### config.mk
export PLATFORM = sky130hd
export DESIGN_NAME = touch_contact_table_smoother
export DESIGN_NICKNAME = d
export VERILOG_FILES = /design/src/rtl/core/tcs_pkg.sv /design/src/rtl/core/touch_contact_table_smoother.sv /design/src/rtl/core/tcs_slot_alu.sv
export SDC_FILE = /design/constraint.sdc
export NUM_CORES = 2
export LEC_CHECK = 0
export BUFFER_PORTS_ARGS = -buffer_cell sky130_fd_sc_hd__buf_2
export CAP_MARGIN = 10
export CELL_PAD_IN_SITES_DETAIL_PLACEMENT = 0
export CELL_PAD_IN_SITES_GLOBAL_PLACEMENT = 1
export CORE_MARGIN = 5
export CORE_UTILIZATION = 30
export CTS_BUF_LIST = sky130_fd_sc_hd__clkbuf_16
export CTS_CLUSTER_DIAMETER = 50
export DETAILED_ROUTE_END_ITERATION = 10
export PLACE_DENSITY = 0.59
export SLEW_MARGIN = 20
export SYNTH_ARGS = -nofsm -noshare
export SYNTH_HDL_FRONTEND = slang
export SYNTH_SLANG_ARGS = --single-unit
### constraint.sdc
create_clock -name clk_i -period 10.7 [get_ports clk_i]
set_input_delay 1.605 -clock clk_i [delete_from_list [all_inputs] [get_ports clk_i]]
set_output_delay 1.605 -clock clk_i [all_outputs]
set_load 0.01 [all_outputs]
### src/rtl/core/tcs_pkg.sv
package tcs_pkg;

  localparam int unsigned SLOTS  = 16;
  localparam int unsigned IDX_W  = (SLOTS > 1) ? $clog2(SLOTS) : 1;
  localparam int unsigned SLOT_W = 4;
  localparam int unsigned FREE_W = 5;
  localparam int unsigned CFG_W  = 2;

  // operation codes
  localparam logic [2:0] MODE_BIRTH   = 3'd0;
  localparam logic [2:0] MODE_RETAP   = 3'd1;
  localparam logic [2:0] MODE_UPDATE  = 3'd2;
  localparam logic [2:0] MODE_GRACE   = 3'd3;
  localparam logic [2:0] MODE_KILL    = 3'd4;
  localparam logic [2:0] MODE_EXPIRE  = 3'd5;
  localparam logic [2:0] MODE_GESTURE = 3'd6;

  // slot phases
  localparam logic [1:0] PH_FREE   = 2'd0;
  localparam logic [1:0] PH_ACTIVE = 2'd1;
  localparam logic [1:0] PH_GRACE  = 2'd2;

  // register indexes
  localparam logic [CFG_W-1:0] CFG_DEADZONE = CFG_W'(0);
  localparam logic [CFG_W-1:0] CFG_BLEND    = CFG_W'(1);

  localparam logic [7:0] DEADZONE_RST = 8'd2;
  localparam logic [3:0] BLEND_RST    = 4'd5;
  localparam logic [3:0] BLEND_MAX    = 4'd8;
  localparam logic [7:0] AGE_MAX      = 8'd255;

  typedef struct packed {
    logic [1:0]  phase;
    logic [31:0] ident;
    logic [15:0] rep_x;
    logic [15:0] rep_y;
    logic [15:0] base_x;
    logic [15:0] base_y;
    logic        first;
    logic        gest;
    logic [7:0]  age;
  } slot_rec_t;

  typedef struct packed {
    logic [2:0]        mode;
    logic [SLOT_W-1:0] slot;
    logic [15:0]       x;
    logic [15:0]       y;
    logic              alone;
  } item_t;

  typedef struct packed {
    logic        ok;
    logic        take_id;
    logic [31:0] id;
    logic [15:0] x;
    logic [15:0] y;
  } alu_res_t;

  typedef struct packed {
    logic              status;
    logic [31:0]       contact_id;
    logic [15:0]       out_x;
    logic [15:0]       out_y;
    logic [1:0]        slot_status;
    logic [7:0]        frames_alive;
    logic [FREE_W-1:0] free_slot;
  } result_t;

endpackage

### src/rtl/core/touch_contact_table_smoother.sv
// Touch contact slot table: birth, retap, update with deadzone and blend
// smoothing, grace, gesture, kill and expiry on 16 slots held in flip-flops.
// One transaction is accepted every cycle while the output is not stalled.
// The input register loads at the accepting edge, and the result register
// loads from it when the output advances, raising out_valid_o.
// The slot table is written at the same edge as the result register, so a
// transaction always sees the effect of the one before it. A stalled output
// holds the input register, which then raises in_stall_o. Configuration
// writes are always ready and must only be issued while the block is idle.
module touch_contact_table_smoother import tcs_pkg::*; (
  input  logic              clk_i,
  input  logic              rst_ni,
  input  logic              in_valid_i,
  output logic              in_stall_o,
  input  logic [2:0]        mode_i,
  input  logic [SLOT_W-1:0] slot_i,
  input  logic [15:0]       x_coord_i,
  input  logic [15:0]       y_coord_i,
  input  logic              alone_flag_i,
  output logic              out_valid_o,
  input  logic              out_stall_i,
  output logic              status_o,
  output logic [31:0]       contact_id_o,
  output logic [15:0]       out_x_o,
  output logic [15:0]       out_y_o,
  output logic [1:0]        slot_status_o,
  output logic [7:0]        frames_alive_o,
  output logic [FREE_W-1:0] free_slot_o,
  input  logic              cfg_valid_i,
  output logic              cfg_ready_o,
  input  logic [CFG_W-1:0]  cfg_index_i,
  input  logic [7:0]        cfg_data_i
);

  logic              in_valid_q;
  item_t             in_q;
  logic              out_valid_q;
  result_t           out_q, out_d;
  slot_rec_t         rec_q [SLOTS];
  logic [31:0]       ident_q;
  logic [7:0]        deadzone_q;
  logic [3:0]        weight_q;
  logic              adv;
  logic              in_range;
  logic [IDX_W-1:0]  idx;
  slot_rec_t         cur, nxt;
  alu_res_t          alu;
  logic [SLOTS-1:0]  free_vec;
  logic [FREE_W-1:0] lowest;

  assign adv         = !out_valid_q || !out_stall_i;
  assign in_stall_o  = in_valid_q && !adv;
  assign cfg_ready_o = 1'b1;

  assign in_range = {1'b0, in_q.slot} < (SLOT_W + 1)'(SLOTS);
  assign idx      = in_q.slot[IDX_W-1:0];
  assign cur      = in_range ? rec_q[idx] : '0;

  tcs_slot_alu u_alu (
    .cur_i       (cur),
    .item_i      (in_q),
    .deadzone_i  (deadzone_q),
    .weight_i    (weight_q),
    .new_ident_i (ident_q + 32'd1),
    .nxt_o       (nxt),
    .res_o       (alu)
  );

  // free map after this transaction, then lowest free slot
  always_comb begin
    for (int i = 0; i < SLOTS; i++) begin
      if (in_range && idx == IDX_W'(i)) begin
        free_vec[i] = (nxt.phase == PH_FREE);
      end else begin
        free_vec[i] = (rec_q[i].phase == PH_FREE);
      end
    end
    lowest = FREE_W'(SLOTS);
    for (int i = SLOTS - 1; i >= 0; i--) begin
      if (free_vec[i]) begin
        lowest = FREE_W'(i);
      end
    end
  end

  always_comb begin
    out_d.free_slot = lowest;
    if (in_range) begin
      out_d.status       = !alu.ok;
      out_d.contact_id   = alu.id;
      out_d.out_x        = alu.x;
      out_d.out_y        = alu.y;
      out_d.slot_status  = nxt.phase;
      out_d.frames_alive = nxt.age;
    end else begin
      out_d.status       = 1'b1;
      out_d.contact_id   = '0;
      out_d.out_x        = '0;
      out_d.out_y        = '0;
      out_d.slot_status  = PH_FREE;
      out_d.frames_alive = '0;
    end
  end

  always_ff @(posedge clk_i or negedge rst_ni) begin
    if (!rst_ni) begin
      in_valid_q  <= 1'b0;
      out_valid_q <= 1'b0;
    end else begin
      if (!in_stall_o) begin
        in_valid_q <= in_valid_i;
      end
      if (adv) begin
        out_valid_q <= in_valid_q;
      end
    end
  end

  always_ff @(posedge clk_i) begin
    if (in_valid_i && !in_stall_o) begin
      in_q <= '{mode: mode_i, slot: slot_i, x: x_coord_i, y: y_coord_i, alone: alone_flag_i};
    end
    if (adv && in_valid_q) begin
      out_q <= out_d;
    end
  end

  // commit slot state as the result register loads
  always_ff @(posedge clk_i or negedge rst_ni) begin
    if (!rst_ni) begin
      for (int i = 0; i < SLOTS; i++) begin
        rec_q[i] <= '0;
      end
      ident_q <= '0;
    end else if (adv && in_valid_q && in_range) begin
      rec_q[idx] <= nxt;
      if (alu.take_id) begin
        ident_q <= ident_q + 32'd1;
      end
    end
  end

  always_ff @(posedge clk_i or negedge rst_ni) begin
    if (!rst_ni) begin
      deadzone_q <= DEADZONE_RST;
      weight_q   <= BLEND_RST;
    end else if (cfg_valid_i && cfg_ready_o) begin
      unique case (cfg_index_i)
        CFG_DEADZONE: deadzone_q <= cfg_data_i;
        CFG_BLEND:    weight_q   <= cfg_data_i[3:0];
        default: begin
        end
      endcase
    end
  end

  assign out_valid_o    = out_valid_q;
  assign status_o       = out_q.status;
  assign contact_id_o   = out_q.contact_id;
  assign out_x_o        = out_q.out_x;
  assign out_y_o        = out_q.out_y;
  assign slot_status_o  = out_q.slot_status;
  assign frames_alive_o = out_q.frames_alive;
  assign free_slot_o    = out_q.free_slot;

endmodule

### src/rtl/core/tcs_slot_alu.sv
module tcs_slot_alu import tcs_pkg::*; (
  input  slot_rec_t   cur_i,
  input  item_t       item_i,
  input  logic [7:0]  deadzone_i,
  input  logic [3:0]  weight_i,
  input  logic [31:0] new_ident_i,
  output slot_rec_t   nxt_o,
  output alu_res_t    res_o
);

  logic [3:0]  w;
  logic [15:0] dx, dy;
  logic        passed;
  logic        gest_now;

  function automatic logic [15:0] blend(input logic [15:0] raw, input logic [15:0] prev,
                                        input logic [3:0] wt);
    logic [19:0] sum;
    sum = 20'(raw) * 20'(wt) + 20'(prev) * 20'(BLEND_MAX - wt);
    return sum[18:3];
  endfunction

  assign w  = (weight_i > BLEND_MAX) ? BLEND_MAX : weight_i;
  assign dx = (item_i.x >= cur_i.base_x) ? item_i.x - cur_i.base_x : cur_i.base_x - item_i.x;
  assign dy = (item_i.y >= cur_i.base_y) ? item_i.y - cur_i.base_y : cur_i.base_y - item_i.y;
  assign passed   = cur_i.first || (dx >= {8'd0, deadzone_i}) || (dy >= {8'd0, deadzone_i});
  assign gest_now = cur_i.gest && item_i.alone;

  always_comb begin
    nxt_o         = cur_i;
    res_o.ok      = 1'b0;
    res_o.take_id = 1'b0;
    unique case (item_i.mode) inside
      MODE_BIRTH, MODE_RETAP: begin
        if (cur_i.phase == PH_FREE) begin
          res_o.ok      = 1'b1;
          res_o.take_id = 1'b1;
          nxt_o.phase   = PH_ACTIVE;
          nxt_o.ident   = new_ident_i;
          nxt_o.rep_x   = item_i.x;
          nxt_o.rep_y   = item_i.y;
          nxt_o.base_x  = item_i.x;
          nxt_o.base_y  = item_i.y;
          nxt_o.first   = 1'b1;
          nxt_o.gest    = 1'b0;
          nxt_o.age     = 8'd1;
        end
      end
      MODE_UPDATE: begin
        if (cur_i.phase == PH_ACTIVE) begin
          res_o.ok = 1'b1;
          if (passed) begin
            nxt_o.base_x = item_i.x;
            nxt_o.base_y = item_i.y;
            if (cur_i.first || gest_now) begin
              nxt_o.rep_x = item_i.x;
              nxt_o.rep_y = item_i.y;
              if (gest_now) begin
                nxt_o.gest = 1'b0;
              end
            end else begin
              nxt_o.rep_x = blend(item_i.x, cur_i.rep_x, w);
              nxt_o.rep_y = blend(item_i.y, cur_i.rep_y, w);
            end
          end
          nxt_o.first = 1'b0;
          if (cur_i.age != AGE_MAX) begin
            nxt_o.age = cur_i.age + 8'd1;
          end
        end
      end
      MODE_GRACE: begin
        if (cur_i.phase == PH_ACTIVE) begin
          res_o.ok    = 1'b1;
          nxt_o.phase = PH_GRACE;
        end
      end
      MODE_KILL: begin
        if (cur_i.phase == PH_ACTIVE || cur_i.phase == PH_GRACE) begin
          res_o.ok = 1'b1;
          nxt_o    = '0;
        end
      end
      MODE_EXPIRE: begin
        if (cur_i.phase == PH_GRACE) begin
          res_o.ok = 1'b1;
          nxt_o    = '0;
        end
      end
      MODE_GESTURE: begin
        if (cur_i.phase == PH_ACTIVE) begin
          res_o.ok   = 1'b1;
          nxt_o.gest = 1'b1;
        end
      end
      default: begin
      end
    endcase

    // a kill reports the contact it just dropped
    if (res_o.ok && item_i.mode == MODE_KILL) begin
      res_o.id = cur_i.ident;
      res_o.x  = cur_i.rep_x;
      res_o.y  = cur_i.rep_y;
    end else begin
      res_o.id = nxt_o.ident;
      res_o.x  = nxt_o.rep_x;
      res_o.y  = nxt_o.rep_y;
    end
  end

endmodule

==> flow_summary.yaml <==
cells_and_area:
  drive_gt1_frac: 0.180
  layout_common_cells: "nand2_1 (1960), dfrtp_1 (1771), o21ai_0 (1452)"
  area_delta_synth_final_pct: 15.3
  nNetsFinal: 9795
  mostFrequentLayoutCell: "nand2_1"
  final.fill_count: 33252
  fin_util: 0.346
clock_network:
  clk_latency_ns: 0.88
  ctsResizeCount: 0
  htree_levels: 5
  clk_pin_slew_ns: 0.06
  tritoncts: "built"
  cts_sinks: 1894
  cts_root_buffer: "clkbuf_16"
  cts_buffer_depth: 4
  cts_setup_buffers: 0
  holdBufCountCts: 0
  cts_buffers: 282
sta:
  slew-limit-headroom: 0.230
  grt_setup_unrepaired: "false"
  setup_tns_ns: 0
  worstMarginPinSlew_ns: 1.15
  post-route-period-util: 0.907
  setup_viol: 0
  drv_slew: 0
  clock.fmax_mhz: 103
  finalCriticalPeriod_ns: 9.71
  hold_violations: 0
  setup_slack_ns: 0.994
  whs_ns: 0.469
  finalClockSkew_ns: 0.0523
global_routing:
  antenna_found_initial: 17
  globalRouteOverflowTotal: 0
  first_global_vias: 74360
  grt_use_total: 0.194
  grt_first_pass_wirelength_um: 509000
  grt_max_degree: 186
placement:
  pre_cts_ws_ns: 1.03
  hpwl_um: 216000
  port_buffers: 136
  globalplace.congestion: 0.914
pwr:
  vdd_drop_max_mv: 0.175
  p_leak_nw: 51.3
  power-per-cell-area_nw_per_um2: 240
floorplan:
  num_rows: 212
  die-area_sq_um: 345000
  die_x_um: 587
  core_sq_um: 333000
  ios: 138
  floorplan.initialDensity: 0.300
  die_h_um: 587
route:
  routed_wl_um: 339000
  vias: 71455
  drtIter0Drc: 5838
  dr.pass1.iters: 8
  via_per_inst: 5.16
  detail-route-antenna-nets: 0
  drc: 0
  wl_per_cell_um: 24.4
synthesis:
  ys_ff_latch: 1894
  synth_area_leaders: "dfrtp_1 (44%), mux4_2 (12%), nand2_1 (7.4%)"
  syn-cell-area_sq_um: 100000
  synth-edff-count: 120
  synth.distinct_cells: 99
  syn_area_per_cell_sq_um: 10.8
  yosys_warnings: 0
  ys_seq_area_frac: 0.480
  synth_top_area_share: 0.443
  synth_fp_nets: 9839
  synthFlopType: "dfrtp_1"
  synthCells: 9271
  async_reset_ff_frac: 0.937
  synth.largest_area_cell: "dfrtp_1"
critical_path:
  rrSetupSlack_ns: 0.99
  arrival_ns: 10.29
  crit_path_frequent_cell: "fa_1"
  cp-start-kind: "register"
  cp_max_fo: 17
  crit_required_ns: 11.29
  cp_slowest_cell: "a22o_1"
  crit_type: "reg2reg"
  endpoint_kind: "register"
  slowest_delay_ns: 0.63
flow_run:
  maxCapViolCount: 0
status:
  status: "finished, final reports clean"
worst_hold_path:
  hold_class: "reg2reg"
-- metrics by stage --
step / cells / total power [mW] / cell area [sq um]
6_report: 13850 / 27.7 / 115000
5_1_grt: 13842 / 29.4 / 115000
4_1_cts: 13815 / 27.9 / 115000
3_5_place_dp: 13304 / 18.4 / 106000
3_3_place_gp: 13304 / 18.3 / 106000
2_1_floorplan: 9271 / 15.4 / 100000
-- path summary, 6_finish.rpt --
kind,from,end,depth (start not counted)
max,idx[0]$_DFFE_PP_,out_x_o[15]$_DFFE_PP_,31
min reg2reg,rec_q[184]$_DFFE_PN0P_,rec_q[184]$_DFFE_PN0P_,2
min in group asynchronous,rst_ni,rec_q[101]$_DFFE_PN0P_,1
max reg2reg,idx[0]$_DFFE_PP_,out_x_o[15]$_DFFE_PP_,31
max in group asynchronous,rst_ni,rec_q[1450]$_DFFE_PN0P_,3
min,rec_q[184]$_DFFE_PN0P_,rec_q[184]$_DFFE_PN0P_,2
-- layer usage --
layer / vias up / wire length, um / GRT usage
met2: 2051 / 156000 / 0.311
met5: - / 0 / 0
li1: 31880 / - / -
met1: 37030 / 153000 / 0.274
met3: 494 / 18100 / 0.0262
met4: 0 / 11200 / 0.0614
-- critical path: cells and delay by family, from the launching register on --
kind / cells / cell delay [ns]
fa+ha+maj: 8 / 3.78
flops: 1 / 0.58
xor+xnor: 1 / 0.10
compound gates: 8 / 2.29
buf+inv: 9 / 1.54
simple gates: 3 / 0.25
mux: 2 / 0.83
-- sequential cells by signal (all words and copies together), names as in the netlist --
name / flops
in_q: 36
rec_q: 1728
contact_id_o: 32
idx: 4
out_y_o: 16
status_o: 1
ident_q: 32
out_valid_o: 1
weight_q: 4
free_slot_o: 5
slot_status_o: 2
in_valid_q: 1
out_x_o: 16
frames_alive_o: 8
deadzone_q: 8
-- power breakdown --
group | total, mW | switching [mW] | internal, mW
registers | 9.02 | 0.636 | 8.38
clock network | 9.27 | 3.61 | 5.66
logic | 9.38 | 5.66 | 3.72
-- Yosys cell counts, types with 8 or more instances --
cell type / instances
ha_1: 209
buf_4: 34
xor2_1: 58
o31ai_1: 10
nor2_1: 299
buf_6: 9
o21ai_1: 56
or2_2: 10
clkbuf_1: 563
a21o_1: 41
a211oi_1: 20
buf_2: 76
nand2_1: 1978
edfxtp_1: 120
and3_1: 26
nand3_1: 48
buf_1: 34
and2_1: 115
a22oi_1: 50
o22ai_1: 27
dfrtp_1: 1771
inv_1: 492
a21oi_1: 237
nand4_1: 17
o221ai_1: 8
nand2b_1: 18
nor3_1: 31
o211ai_1: 16
o21a_1: 12
mux4_2: 521
fa_1: 304
mux2i_1: 40
a221oi_4: 8
o21ai_0: 1454
a31oi_1: 57
mux2_2: 212
xnor2_1: 99
a221oi_2: 21
nor2b_1: 18
-- cell families (layout without fill, tap and decap cells) --
| family | after synthesis | count (layout) | synth area share |
|---|---|---|---|
| DFF | 1894 | 1894 | 0.480 |
| and+or+nand+nor | 2602 | 2602 | 0.106 |
| xor gates and xnor gates | 157 | 157 | 0.0137 |
| other | 1 | 10 | 0.0000375 |
| buffers and inverters | 1215 | 1398 | 0.0486 |
| AOI/OAI and AO/OA | 2116 | 2116 | 0.119 |
| muxes | 773 | 773 | 0.145 |
| adders and majority gates | 513 | 513 | 0.0870 |
-- layout make-up --
type	instances	area [sq um]	share of cell area
repair buffers	394	2950	0.0256
diodes	9	22.5	0.000195
inverters	493	1860	0.0161
flip-flops and latches	1894	48000	0.416
clock inverters	220	2150	0.0187
multi-input cells	6162	47500	0.412
well taps	4387	5490	0.0476
clock buffers	291	7280	0.0632
Power figures use the tool's default switching activity.
